<file path="config.mk">
export PLATFORM = sky130hd
export DESIGN_NAME = cartridge_bank_mapper_irq
export DESIGN_NICKNAME = d
export VERILOG_FILES = /design/src/rtl/cbm_pkg.sv /design/src/rtl/cbm_cfg.sv /design/src/rtl/cbm_core.sv /design/src/rtl/cartridge_bank_mapper_irq.sv
export SDC_FILE = /design/constraint.sdc
export NUM_CORES = 1
export LEC_CHECK = 0
export BUFFER_PORTS_ARGS = -buffer_cell sky130_fd_sc_hd__clkbuf_2
export CAP_MARGIN = 20
export CORE_MARGIN = 3
export CORE_UTILIZATION = 45
export CTS_CLUSTER_SIZE = 28
export DETAILED_ROUTE_END_ITERATION = 10
export PLACE_DENSITY = 0.78
export SLEW_MARGIN = 10
export SYNTH_ARGS = -nofsm -noshare
export SYNTH_HDL_FRONTEND = slang
export SYNTH_HIERARCHICAL = 1
export SYNTH_SLANG_ARGS = --single-unit
</file>
<file path="constraint.sdc">
create_clock -name i_clk -period 8.31 [get_ports i_clk]
set_input_delay 1.662 -clock i_clk [delete_from_list [all_inputs] [get_ports i_clk]]
set_output_delay 1.662 -clock i_clk [all_outputs]
set_load 0.01 [all_outputs]
</file>
<file path="src/rtl/cbm_pkg.sv">
`default_nettype none
package cbm_pkg;

    localparam int CHR_SLOTS = 8;

    typedef enum logic [1:0] {
        MODE_CPU_WR = 2'd0,
        MODE_CPU_RD = 2'd1,
        MODE_PPU    = 2'd2,
        MODE_TICK   = 2'd3
    } t_mode;

    typedef enum logic [3:0] {
        CMD_CHR0     = 4'h0,
        CMD_CHR1     = 4'h1,
        CMD_CHR2     = 4'h2,
        CMD_CHR3     = 4'h3,
        CMD_CHR4     = 4'h4,
        CMD_CHR5     = 4'h5,
        CMD_CHR6     = 4'h6,
        CMD_CHR7     = 4'h7,
        CMD_LOW_WIN  = 4'h8,
        CMD_PRG0     = 4'h9,
        CMD_PRG1     = 4'hA,
        CMD_PRG2     = 4'hB,
        CMD_MIRROR   = 4'hC,
        CMD_IRQ_CTRL = 4'hD,
        CMD_CNT_LO   = 4'hE,
        CMD_CNT_HI   = 4'hF
    } t_cmd;

    typedef enum logic {
        REG_PRG_MASK = 1'b0,
        REG_CHR_MASK = 1'b1
    } t_reg_idx;

    localparam logic [5:0]  PRG_MASK_RESET = 6'h3F;
    localparam logic [7:0]  CHR_MASK_RESET = 8'hFF;
    localparam logic [15:0] CNT_RELOAD     = 16'hFFFF;

    typedef struct packed {
        logic [5:0] prg_mask;
        logic [7:0] chr_mask;
    } t_cfg;

    typedef struct packed {
        t_mode       mode;
        logic [15:0] address;
        logic [7:0]  data;
    } t_item;

    typedef struct packed {
        logic [18:0] prg_rom_offset;
        logic        prg_rom_select;
        logic        prg_ram_select;
        logic [12:0] prg_ram_offset;
        logic [17:0] chr_offset;
        logic [1:0]  mirror_mode;
        logic        irq_line;
    } t_result;

endpackage
`default_nettype wire

</file>
<file path="src/rtl/cbm_cfg.sv">
`default_nettype none
module cbm_cfg (
    input  wire logic          i_clk,
    input  wire logic          i_rst_n,
    input  wire logic          psel,
    input  wire logic          penable,
    input  wire logic          pwrite,
    input  wire logic [2:0]    paddr,
    input  wire logic [31:0]   pwdata,
    output logic [31:0]        prdata,
    output logic               pready,
    output cbm_pkg::t_cfg      o_cfg
);

    logic [5:0] r_prg_mask;
    logic [7:0] r_chr_mask;
    logic       wr_en;
    cbm_pkg::t_reg_idx reg_idx;

    assign pready  = 1'b1;
    assign wr_en   = psel && penable && pwrite;
    assign reg_idx = cbm_pkg::t_reg_idx'(paddr[2]);

    always_ff @(posedge i_clk) begin
        if (!i_rst_n) begin
            r_prg_mask <= cbm_pkg::PRG_MASK_RESET;
            r_chr_mask <= cbm_pkg::CHR_MASK_RESET;
        end else if (wr_en) begin
            unique case (reg_idx)
                cbm_pkg::REG_PRG_MASK: r_prg_mask <= pwdata[5:0];
                cbm_pkg::REG_CHR_MASK: r_chr_mask <= pwdata[7:0];
                default: ;
            endcase
        end
    end

    always_comb begin
        unique case (reg_idx)
            cbm_pkg::REG_PRG_MASK: prdata = {26'd0, r_prg_mask};
            cbm_pkg::REG_CHR_MASK: prdata = {24'd0, r_chr_mask};
            default:               prdata = 32'd0;
        endcase
    end

    assign o_cfg.prg_mask = r_prg_mask;
    assign o_cfg.chr_mask = r_chr_mask;

endmodule
`default_nettype wire

</file>
<file path="src/rtl/cbm_core.sv">
`default_nettype none
module cbm_core #(
    parameter int PRG_BANK_BITS = 6
) (
    input  wire logic            i_clk,
    input  wire logic            i_rst_n,
    input  wire logic            i_fire,
    input  cbm_pkg::t_item       i_item,
    input  cbm_pkg::t_cfg        i_cfg,
    output cbm_pkg::t_result     o_result
);

    localparam logic [7:0] FIELD_MASK = 8'((1 << PRG_BANK_BITS) - 1);

    logic [3:0]               r_cmd, n_cmd;
    logic [7:0]               r_chr_bank [cbm_pkg::CHR_SLOTS];
    logic [7:0]               n_chr_bank [cbm_pkg::CHR_SLOTS];
    logic [7:0]               r_low_win, n_low_win;
    logic [PRG_BANK_BITS-1:0] r_prg_bank [3];
    logic [PRG_BANK_BITS-1:0] n_prg_bank [3];
    logic [1:0]               r_mirror, n_mirror;
    logic                     r_irq_en, n_irq_en;
    logic                     r_cnt_en, n_cnt_en;
    logic [15:0]              r_counter, n_counter;
    logic                     r_irq_pend, n_irq_pend;

    logic [7:0]               prg_lim;
    logic [7:0]               rom_bank;
    logic [PRG_BANK_BITS-1:0] prg_param;
    logic [12:0]              chr_addr;
    logic [7:0]               chr_bank;
    cbm_pkg::t_result         res;

    assign prg_lim   = FIELD_MASK & 8'h3F & {2'b00, i_cfg.prg_mask};
    assign prg_param = PRG_BANK_BITS'(i_item.data & 8'h3F & FIELD_MASK);
    assign chr_addr  = i_item.address[12:0];
    assign chr_bank  = r_chr_bank[chr_addr[12:10]] & i_cfg.chr_mask;

    always_comb begin
        n_cmd      = r_cmd;
        n_chr_bank = r_chr_bank;
        n_low_win  = r_low_win;
        n_prg_bank = r_prg_bank;
        n_mirror   = r_mirror;
        n_irq_en   = r_irq_en;
        n_cnt_en   = r_cnt_en;
        n_counter  = r_counter;
        n_irq_pend = r_irq_pend;
        rom_bank   = 8'd0;
        res        = '0;

        case (i_item.mode)
            cbm_pkg::MODE_CPU_WR, cbm_pkg::MODE_CPU_RD: begin
                if (i_item.address[15:13] == 3'b011) begin
                    if (!r_low_win[6]) begin
                        if (i_item.mode == cbm_pkg::MODE_CPU_RD) begin
                            rom_bank           = {2'b00, r_low_win[5:0]};
                            res.prg_rom_select = 1'b1;
                        end
                    end else if (r_low_win[7]) begin
                        res.prg_ram_select = 1'b1;
                        res.prg_ram_offset = i_item.address[12:0];
                    end
                end else if (i_item.address[15]) begin
                    if (i_item.mode == cbm_pkg::MODE_CPU_RD) begin
                        case (i_item.address[14:13])
                            2'd0:    rom_bank = 8'(r_prg_bank[0]);
                            2'd1:    rom_bank = 8'(r_prg_bank[1]);
                            2'd2:    rom_bank = 8'(r_prg_bank[2]);
                            default: rom_bank = {2'b00, i_cfg.prg_mask};
                        endcase
                        res.prg_rom_select = 1'b1;
                    end else if (i_item.address[14:13] == 2'd0) begin
                        n_cmd = i_item.data[3:0];
                    end else if (i_item.address[14:13] == 2'd1) begin
                        case (cbm_pkg::t_cmd'(r_cmd)) inside
                            cbm_pkg::CMD_CHR0, cbm_pkg::CMD_CHR1, cbm_pkg::CMD_CHR2,
                            cbm_pkg::CMD_CHR3, cbm_pkg::CMD_CHR4, cbm_pkg::CMD_CHR5,
                            cbm_pkg::CMD_CHR6, cbm_pkg::CMD_CHR7:
                                n_chr_bank[r_cmd[2:0]] = i_item.data;
                            cbm_pkg::CMD_LOW_WIN: n_low_win     = i_item.data;
                            cbm_pkg::CMD_PRG0:    n_prg_bank[0] = prg_param;
                            cbm_pkg::CMD_PRG1:    n_prg_bank[1] = prg_param;
                            cbm_pkg::CMD_PRG2:    n_prg_bank[2] = prg_param;
                            cbm_pkg::CMD_MIRROR:  n_mirror      = i_item.data[1:0];
                            cbm_pkg::CMD_IRQ_CTRL: begin
                                n_irq_pend = 1'b0;
                                n_irq_en   = i_item.data[0];
                                n_cnt_en   = i_item.data[7];
                            end
                            cbm_pkg::CMD_CNT_LO:  n_counter = {r_counter[15:8], i_item.data};
                            default:              n_counter = {i_item.data, r_counter[7:0]};
                        endcase
                    end
                end
            end
            cbm_pkg::MODE_PPU: begin
                res.chr_offset = {chr_bank, chr_addr[9:0]};
            end
            default: begin
                if (r_cnt_en) begin
                    n_counter = r_counter - 16'd1;
                    if (r_irq_en && (r_counter <= 16'd1)) begin
                        n_irq_pend = 1'b1;
                        n_counter  = cbm_pkg::CNT_RELOAD;
                    end
                end
            end
        endcase

        if (res.prg_rom_select) begin
            res.prg_rom_offset = {(rom_bank[5:0] & prg_lim[5:0]), i_item.address[12:0]};
        end
        res.mirror_mode = n_mirror;
        res.irq_line    = n_irq_pend;
    end

    assign o_result = res;

    always_ff @(posedge i_clk) begin
        if (!i_rst_n) begin
            r_cmd      <= '0;
            r_chr_bank <= '{default: '0};
            r_low_win  <= '0;
            r_prg_bank <= '{default: '0};
            r_mirror   <= '0;
            r_irq_en   <= 1'b0;
            r_cnt_en   <= 1'b0;
            r_counter  <= '0;
            r_irq_pend <= 1'b0;
        end else if (i_fire) begin
            r_cmd      <= n_cmd;
            r_chr_bank <= n_chr_bank;
            r_low_win  <= n_low_win;
            r_prg_bank <= n_prg_bank;
            r_mirror   <= n_mirror;
            r_irq_en   <= n_irq_en;
            r_cnt_en   <= n_cnt_en;
            r_counter  <= n_counter;
            r_irq_pend <= n_irq_pend;
        end
    end

endmodule
`default_nettype wire

</file>
<file path="src/rtl/cartridge_bank_mapper_irq.sv">
// a result reaches the output through the input register and then the result register
// throughput: one beat per cycle if not stalled; the two registers keep both sides moving
// output stall backs up through the result register into the input register
// reset (synchronous, active low) clears both pipeline valids, all mapper state and
// the irq counter, and sets the bank masks to all ones
`default_nettype none
module cartridge_bank_mapper_irq #(
    parameter int PRG_BANK_BITS = 6
) (
    input  wire logic        i_clk,
    input  wire logic        i_rst_n,
    input  wire logic        i_in_valid,
    output logic             o_in_stall,
    input  wire logic [1:0]  i_mode,
    input  wire logic [15:0] i_address,
    input  wire logic [7:0]  i_data,
    output logic             o_out_valid,
    input  wire logic        i_out_stall,
    output logic [18:0]      o_prg_rom_offset,
    output logic             o_prg_rom_select,
    output logic             o_prg_ram_select,
    output logic [12:0]      o_prg_ram_offset,
    output logic [17:0]      o_chr_offset,
    output logic [1:0]       o_mirror_mode,
    output logic             o_irq_line,
    input  wire logic        psel,
    input  wire logic        penable,
    input  wire logic        pwrite,
    input  wire logic [2:0]  paddr,
    input  wire logic [31:0] pwdata,
    output logic [31:0]      prdata,
    output logic             pready
);

    logic             r_in_valid;
    cbm_pkg::t_item   r_item;
    logic             r_out_valid;
    cbm_pkg::t_result r_out;
    cbm_pkg::t_result result;
    cbm_pkg::t_cfg    cfg;
    logic             fire;
    logic             in_take;

    assign fire       = r_in_valid && (!r_out_valid || !i_out_stall);
    assign o_in_stall = r_in_valid && !fire;
    assign in_take    = i_in_valid && !o_in_stall;

    always_ff @(posedge i_clk) begin
        if (!i_rst_n) begin
            r_in_valid <= 1'b0;
        end else if (in_take) begin
            r_in_valid <= 1'b1;
        end else if (fire) begin
            r_in_valid <= 1'b0;
        end
    end

    always_ff @(posedge i_clk) begin
        if (in_take) begin
            r_item.mode    <= cbm_pkg::t_mode'(i_mode);
            r_item.address <= i_address;
            r_item.data    <= i_data;
        end
    end

    always_ff @(posedge i_clk) begin
        if (!i_rst_n) begin
            r_out_valid <= 1'b0;
        end else if (fire) begin
            r_out_valid <= 1'b1;
        end else if (!i_out_stall) begin
            r_out_valid <= 1'b0;
        end
    end

    always_ff @(posedge i_clk) begin
        if (fire) begin
            r_out <= result;
        end
    end

    cbm_cfg u_cfg (
        .i_clk   (i_clk),
        .i_rst_n (i_rst_n),
        .psel    (psel),
        .penable (penable),
        .pwrite  (pwrite),
        .paddr   (paddr),
        .pwdata  (pwdata),
        .prdata  (prdata),
        .pready  (pready),
        .o_cfg   (cfg)
    );

    cbm_core #(
        .PRG_BANK_BITS (PRG_BANK_BITS)
    ) u_core (
        .i_clk    (i_clk),
        .i_rst_n  (i_rst_n),
        .i_fire   (fire),
        .i_item   (r_item),
        .i_cfg    (cfg),
        .o_result (result)
    );

    assign o_out_valid      = r_out_valid;
    assign o_prg_rom_offset = r_out.prg_rom_offset;
    assign o_prg_rom_select = r_out.prg_rom_select;
    assign o_prg_ram_select = r_out.prg_ram_select;
    assign o_prg_ram_offset = r_out.prg_ram_offset;
    assign o_chr_offset     = r_out.chr_offset;
    assign o_mirror_mode    = r_out.mirror_mode;
    assign o_irq_line       = r_out.irq_line;

endmodule
`default_nettype wire

</file>
==> Word-level counts from Yosys, hierarchy flattened <==
Cells that the tools add are included.
{ "word_totals": {"ff_bits": 212, "latch_bits": 0, "mem_bits_rw": 0, "romBits": 0, "output_inout_bits": 90, "elab_cells": 188, "memories": 0} }
{ "op_classes": {"n_addsub": 1, "mul": 0, "div": 0, "n_lt_le_gt_ge": 4, "eq_ne": 34, "n_shift": 0, "n_mux": 69, "bitwise_logic": 15, "reduce_logical": 32} }
{ "ops": {"columns": ["cell", "n"], "rows": [
  ["$mux W16", 15],
  ["$bwmux W64", 1],
  ["$pmux W32 S2", 1],
  ["$mux W14", 3],
  ["$mux W6", 6],
  ["$pmux W16 S2", 1],
  ["$reduce_and A16 Y1", 2],
  ["$eq A4 B4 Y1 const B", 7],
  ["$bmux W8 S3", 1],
  ["$demux W8 S3", 1],
  ["$mux W2", 12],
  ["$mux W8", 3],
  ["$ne A2 B2 Y1 const B", 12],
  ["$mux W1", 22],
  ["$pmux W6 S3", 1],
  ["$eq A4 B3 Y1 const B", 4],
  ["$le A16 B1 Y1 const B", 1],
  ["$sub A16 B1 Y16 const B", 1],
  ["$mux W15", 1],
  ["$reduce_and A14 Y1", 1],
  ["$reduce_and A12 Y1", 1],
  ["$not A1 Y1", 11],
  ["$reduce_and A11 Y1", 1],
  ["$reduce_and A10 Y1", 1],
  ["26 further kinds", 45]
]} }

==> Logic depth before layout (Yosys ltp) <==
Gate-level depths: netlist of run 1.
{ "logic_depth": {"word_depth": 15, "mapped_depth": 8, "ltp_nobuf": 6} }

==> Hierarchy <==
Netlist of run 1, hierarchy kept.
{ "by_module_without_submodules": {"columns": ["module", "n_inst", "cells_each", "area_each_um2", "seq_area_each_um2"], "rows": [
  ["cbm_core", 1, 678, 5870.6, 2302.2],
  ["cartridge_bank_mapper_irq", 1, 89, 2516.2, 2472.4],
  ["cbm_cfg", 1, 91, 909.6, 280.3]
]} }

==> Worst setup path after synthesis of run 1 <==
No wires, ideal clock.
{ "synth_path": {"path_type": "input to register", "startpoint": "in i_out_stall", "endpoint": "reg u_core/r_chr_bank[53] in the netlist's numbering", "setup_ps": 129, "arrival_time_ps": 7253, "path_slack_ps": 928, "stages": 8, "path_buffers": 3, "path_cell_list": "a21boi_0 clkbuf_1 nand4b_1 or4_1 clkbuf_1 clkbuf_1 nand3_1 o21ai_0"} }
{ "synth_via": {"elab_chain_len": 4} }
{ "synth_rtl": {"columns": ["item", "line_no", "source"], "rows": [
  ["start, declared", "cartridge_bank_mapper_irq.sv:18", "input wire logic i_out_stall,"],
  ["$logic_not A1 Y1", null, null],
  ["$logic_or A1 B1 Y1", "cartridge_bank_mapper_irq.sv:44", "assign fire = r_in_valid && (!r_out_valid || !i_out_stall);"],
  ["$logic_and A1 B1 Y1", "cartridge_bank_mapper_irq.sv:44", null],
  ["$reduce_and A8 Y1 (no line)", null, null],
  ["end signal, assigned", "cbm_core.sv:133", "r_chr_bank <= n_chr_bank;"],
  ["end, declared", "cbm_core.sv:16", "logic [7:0] r_chr_bank [cbm_pkg::CHR_SLOTS];"]
]} }
No other way between the ends.
A chain may end at the register's enable or synchronous reset.

==> Final worst setup path of run 1 <==
{ "layout_path": {"startpoint": "in i_out_stall", "endpoint": "reg u_core/r_chr_bank[51] in the netlist's numbering"} }
{ "layout_via": {"elab_chain_len": 4} }
{ "layout_rtl": {"columns": ["item", "line_no", "source"], "rows": [
  ["$logic_not A1 Y1", null, null],
  ["$logic_or A1 B1 Y1", "cartridge_bank_mapper_irq.sv:44", null],
  ["$logic_and A1 B1 Y1", "cartridge_bank_mapper_irq.sv:44", null],
  ["via fire", "cartridge_bank_mapper_irq.sv:41", "logic fire;"],
  ["$reduce_and A8 Y1 (no line)", null, null]
]} }
The timed path passes the listed nets, and every way through them passes these cells.

==> results.py, run 1 <==
metrics = {
    "run_status": {
        "outcome": "completed",
    },
    "clocking": {
        "cts_resized": 0,
        "cts_hold_buf": 0,
        "cts_sinks": 212,
        "clock-root-buffer": "clkbuf_16",
        "htreeDepth": 1,
        "post_cts_buffers": 0,
        "clk_pin_slew_ns": 0.06,
        "cts_tree": "yes",
        "clkLatencyLatePin_ns": 0.50,
        "cts_buffer_depth": 3,
        "cts_buffers": 22,
    },
    "route": {
        "route.detailed.drc": 0,
        "dr.pass1.iters": 6,
        "wl_um": 20400,
        "drt_iter0_drc": 515,
        "vias_per_cell": 5.44,
        "ant_nets": 0,
        "wl_per_cell_um": 16.8,
        "vias": 6607,
    },
    "final_layout": {
        "synthToLayoutAreaGrowth_pct": 14.1,
        "n_antenna_cell": 0,
        "nNetsFinal": 1005,
        "final_cell_mix": "dfxtp_1, clkbuf_2, edfxtp_1",
        "final_common_cell": "dfxtp_1",
        "drive_above_1_share": 0.214,
    },
    "synth": {
        "synthFlopType": "dfxtp_1",
        "syn_inst": 858,
        "yosysTopAreaCellShare": 0.282,
        "yosysWarnings": 6,
        "syn_area_per_cell_sq_um": 10.8,
        "synth.area.top_cells": "dfxtp_1, edfxtp_1, mux2i_1, nor2b_1, o21ai_0",
        "synth_sequential_area_ratio": 0.544,
        "ys_types": 62,
        "syn_area_sq_mm": 0.00930,
        "synth_edf_count": 81,
        "ys_async_sr_fraction": 0,
        "synth_seq_cells": 212,
        "synth_largest_area_cell": "dfxtp_1",
    },
    "floorplan": {
        "num_io_pins": 158,
        "die_area_sq_mm": 0.0224,
        "core_region_area_sq_mm": 0.0198,
        "num_rows": 51,
        "floorplan.initialDensity": 0.468,
        "die_h_um": 150,
        "die_x_um": 150,
    },
    "critical_path": {
        "critPathArrivalTime_ns": 4.51,
        "critical_path_buf_inv_count": 2,
        "cp_top_family": "simple AND/OR/NAND/NOR gates",
        "critPathMaxStageDelay_ns": 0.93,
        "startpoint_type": "input port",
        "path_cells": "clkbuf_2 -> a21boi_4 -> buf_4 -> nand4b_1 -> or4_1 -> nand3_1 -> o21ai_0",
        "cp_data_required_time_ns": 8.67,
        "worstPathMaxFanout": 64,
        "cp-end-kind": "register",
        "slowest_stage": "or4_1",
        "critPathKind": "in -> reg",
    },
    "timing": {
        "hold_viol": 0,
        "skew_ns": 0.0173,
        "rsz0062_at_grt": "false",
        "finalSetupViolCount": 0,
        "worstMarginPinSlew_ns": 1.00,
        "slew_headroom": 0.333,
        "finalCriticalPeriod_ns": 4.15,
        "fin_setup_tns_ns": 0,
        "slew_violations": 0,
        "timing.fmax_ghz": 0.241,
        "fin_crit_sh": 0.499,
    },
    "global_routing": {
        "grt_pass1_vias": 6334,
        "grt_max_degree": 88,
        "grt-ovfl-total": 0,
        "grt_pass1_wl_um": 32800,
        "grtUsageTotal": 0.181,
        "grt_antenna_before_repair": 0,
    },
    "power_and_ir_drop": {
        "total_power_mw": 2.20,
        "p_leak_nw": 4.01,
        "ir_drop_mv": 0.138,
        "p_per_area_mw_per_mm2": 207,
    },
    "hold_path": {
        "hold_path.class": "reg -> reg",
    },
    "placed_design": {
        "port_buffers": 106,
        "gp_congestion": 0.790,
        "hpwl_um": 13200,
    },
    "run": {
        "maxCapViolCount": 0,
    },
}
-- synth_stat cells, types with 7 or more instances --
cell and instances:
dfxtp_1 131, edfxtp_1 81, o21ai_0 78, nand2_1 72
nor2b_1 63, mux2i_1 52, nand3_1 51, clkbuf_1 48
and2_1 38, buf_4 26, nor2_1 22, a21boi_0 19
a31oi_1 18, mux4_2 16, a21oi_1 13, nor3_1 10
inv_1 9, mux2_2 9, buf_1 8, o221a_2 8
or3_1 7
-- final timing paths --
kind	slack, ns	from	cells past startpoint	end
worst min-delay path	0.46	u_core/r_chr_bank[42]	2	u_core/r_chr_bank[42]
worst max-delay path	4.16	i_out_stall	7	u_core/r_chr_bank[51]
worst min register to register	0.46	u_core/r_chr_bank[42]	2	u_core/r_chr_bank[42]
worst max register to register	5.06	r_in_valid	6	u_core/r_chr_bank[51]
-- power by group --
part | leakage [nW] | total [mW] | switching (mW) | internal [mW]
Combinational | 1.83 | 0.107 | 0.0646 | 0.0428
Clock | 0.344 | 0.963 | 0.399 | 0.564
Sequential | 1.83 | 1.13 | 0.0252 | 1.10
-- state kept, by name (all words and copies together) (netlist names), 8 cells and up --
name,count
u_core/r_chr_bank,64
r_item,26
o_prg_rom_offset,19
o_chr_offset,18
u_core/r_prg_bank,18
u_core/r_counter,16
o_prg_ram_offset,13
u_cfg/r_chr_mask,8
u_core/r_low_win,8
-- layout make-up --
class                      count  area [sq um]
clock buffer                  28           583
multi-input combinational    574          3860
fill                        1709          9240
tap                          265           332
sequential                   212          5050
inverter                       9          33.8
timing repair buffer         116           616
clock inverter                11           126
-- tightest hold or removal path, stage by stage, from the launching register on --
cell	delay, ns
dfxtp_1	0.31
nand2_1	0.05
o21ai_0	0.06
-- metrics by stage --
stage               hold slack (ns)  setup slack [ns]   util  cells  instance area (sq um)
floorplan                     0.433             0.928      -    881                   9380
global placement              0.442              3.70  0.498   1174                   9870
detailed placement            0.452              3.66  0.498   1174                   9870
CTS                           0.460              4.17  0.533   1213                  10600
global route                  0.482              3.89  0.534   1215                  10600
finish                        0.458              4.16  0.534   1215                  10600
-- routing by layer --
| layer | part of all wire | wire length [um] | GRT usage | up-vias |
|---|---|---|---|---|
| li1 | - | - | - | 3192 |
| met1 | 0.45 | 9260 | 0.252 | 3158 |
| met2 | 0.46 | 9390 | 0.293 | 226 |
| met3 | 0.064 | 1310 | 0.0300 | 31 |
| met4 | 0.022 | 442 | 0.0540 | 0 |
| met5 | 0 | 0 | 0 | - |
-- cell families after synthesis --
group	count (synthesis)	share of synthesized area
compound gates	164	0.111
xor+xnor	5	0.00471
fa+ha+maj	2	0.00269
buf+inv	95	0.0524
flops	212	0.544
mux	77	0.106
other cells	2	0.000808
simple gates	301	0.179
Note: power is estimated with default switching activity, not from simulation.
==> run 2, diff against run 1 <==
--- a/config.mk
+++ b/config.mk
@@ -11,7 +11,7 @@
 export CORE_UTILIZATION = 45
 export CTS_CLUSTER_SIZE = 28
 export DETAILED_ROUTE_END_ITERATION = 10
-export PLACE_DENSITY = 0.78
+export PLACE_DENSITY = 0.81
 export SLEW_MARGIN = 10
 export SYNTH_ARGS = -nofsm -noshare
 export SYNTH_HDL_FRONTEND = slang
==> constraint.sdc (replaced) <==
create_clock -name i_clk -period 3.49 [get_ports i_clk]
set_input_delay 0.698 -clock i_clk [delete_from_list [all_inputs] [get_ports i_clk]]
set_output_delay 0.698 -clock i_clk [all_outputs]
set_load 0.01 [all_outputs]
==> run 2 against run 1 <==
  * Power increased by 130%
  * Largest power group unchanged
  * Global-route usage shrank 0.097 points
  * Combinational power grew 150%
  * Non-clock buffer count grew 9
  * Wire length up 1.3%
  * Final cell count is 0.82% higher
  * Critical endpoint is now u_core/r_counter[1]
==> results.py, run 2 (synthesized netlist as in run 1, its figures left out) <==
metrics = {
    "clocking": {
        "post_cts_buffers": 0,
        "cts_hold_buf": 0,
        "cts_buffer_depth": 3,
        "clkLatencyLatePin_ns": 0.51,
        "cts_buffers": 22,
        "cts_resized": 0,
        "cts_sinks": 212,
        "clk_pin_slew_ns": 0.06,
        "cts_tree": "yes",
        "htreeDepth": 1,
        "clock-root-buffer": "clkbuf_16",
    },
    "timing": {
        "finalSetupViolCount": 0,
        "rsz0062_at_grt": "false",
        "timing.fmax_ghz": 0.382,
        "finalCriticalPeriod_ns": 2.62,
        "fin_setup_tns_ns": 0,
        "slew_violations": 0,
        "hold_viol": 0,
        "worstMarginPinSlew_ns": 0.847,
        "skew_ns": 0.0186,
        "slew_headroom": 0.433,
        "fin_crit_sh": 0.750,
    },
    "final_layout": {
        "synthToLayoutAreaGrowth_pct": 14.8,
        "final_common_cell": "dfxtp_1",
        "top_register": "u_core/r_chr_bank",
        "nNetsFinal": 1014,
        "largest_reg_flops": 64,
        "drive_above_1_share": 0.222,
        "n_antenna_cell": 0,
        "final_cell_mix": "dfxtp_1, clkbuf_2, edfxtp_1",
        "fin_util": 0.538,
    },
    "global_routing": {
        "grt-ovfl-total": 0,
        "grt_pass1_wl_um": 32700,
        "grt_max_degree": 66,
        "grt_pass1_vias": 6253,
        "grtUsageTotal": 0.180,
        "grt_antenna_before_repair": 0,
    },
    "hold_path": {
        "hold_depth": 1,
        "hold_path.class": "in -> reg",
        "hp-start": "i_address[1]",
    },
    "route": {
        "ant_nets": 0,
        "wl_per_cell_um": 16.9,
        "vias_per_cell": 5.44,
        "wl_um": 20700,
        "route.detailed.drc": 0,
        "vias": 6659,
        "dr.pass1.iters": 5,
        "drt_iter0_drc": 503,
    },
    "critical_path": {
        "startpoint_type": "register",
        "cp_data_required_time_ns": 3.90,
        "reg2reg_depth": 5,
        "path_cells": "nand4b_1 -> nor2_1 -> o211a_1 -> o21ai_0 -> a31oi_1",
        "slowest_stage": "dfxtp_1",
        "critPathArrivalTime_ns": 3.03,
        "r2r-start": "u_core/r_cmd[2]",
        "critPathKind": "reg -> reg",
        "critPathMaxStageDelay_ns": 0.63,
        "worstPathMaxFanout": 16,
        "cp-end-kind": "register",
        "cp-startpoint": "u_core/r_cmd[2]",
    },
    "floorplan": {
        "num_io_pins": 158,
        "die_area_sq_mm": 0.0224,
        "die_h_um": 150,
        "num_rows": 51,
        "floorplan.initialDensity": 0.468,
        "die_x_um": 150,
        "core_region_area_sq_mm": 0.0198,
    },
    "run_status": {
        "outcome": "completed",
    },
    "placed_design": {
        "gp_congestion": 0.808,
        "port_buffers": 106,
        "hpwl_um": 13900,
    },
    "power_and_ir_drop": {
        "ir_drop_mv": 0.437,
        "p_leak_nw": 4.06,
        "p_per_area_mw_per_mm2": 484,
    },
    "run": {
        "maxCapViolCount": 0,
    },
}
## run 2: cell count changes in the layout (fill, tap and decap cells not counted), sizes merged
cell	delta
clkinv	+9
buf	+9
clkinvlp	-2
clkbuf	-2
inv	-2
bufinv	-2
## run 2: final cells by class
cell class                      count  area (sq um)
Fill cell                        1695          9180
Multi-Input combinational cell    574          3860
Clock buffer                       26           608
Timing Repair Buffer              125           688
Sequential cell                   212          5050
Inverter                            9          33.8
Tap cell                          265           332
Clock inverter                     14          92.6
## run 2: stage by stage
step | area (sq um) | hold WS, ns | power [mW] | cells | worst slack (ns)
after floorplan | 9390 | 0.433 | 2.90 | 881 | 0.235
after global placement | 9960 | 0.444 | 3.00 | 1184 | 0.964
after detailed placement | 9960 | 0.456 | 3.00 | 1184 | 0.943
after CTS | 10700 | 0.346 | 5.22 | 1224 | 0.927
after global routing | 10700 | 0.342 | 5.36 | 1225 | 0.649
final | 10700 | 0.360 | 5.16 | 1225 | 0.871
## run 2: power breakdown
group	leakage, nW	internal, mW	switching, mW
Sequential	1.83	2.63	0.0602
Clock	0.350	1.26	0.951
Combinational	1.88	0.107	0.158
Total	4.06	3.99	1.17
## run 2: worst max-delay path: cells and delay by family, from the launching register on
family | cells | cell delay, ns
compound gates | 3 | 0.78
flops | 1 | 0.63
simple gates | 2 | 1.12
## run 2: final timing paths
check | end | slack, ns
setup / recovery | u_core/r_counter[1] | 0.87
hold / removal | r_item[9] | 0.36
setup reg to reg | u_core/r_counter[1] | 0.87
hold reg to reg | u_core/r_chr_bank[45] | 0.46
## run 2: routing by layer
layer | share of wire | track usage | up-vias
met3 | 0.069 | 0.0273 | 33
met4 | 0.021 | 0.0512 | 0
met1 | 0.44 | 0.249 | 3177
met5 | 0 | 0 | -
met2 | 0.47 | 0.297 | 243
li1 | - | - | 3206
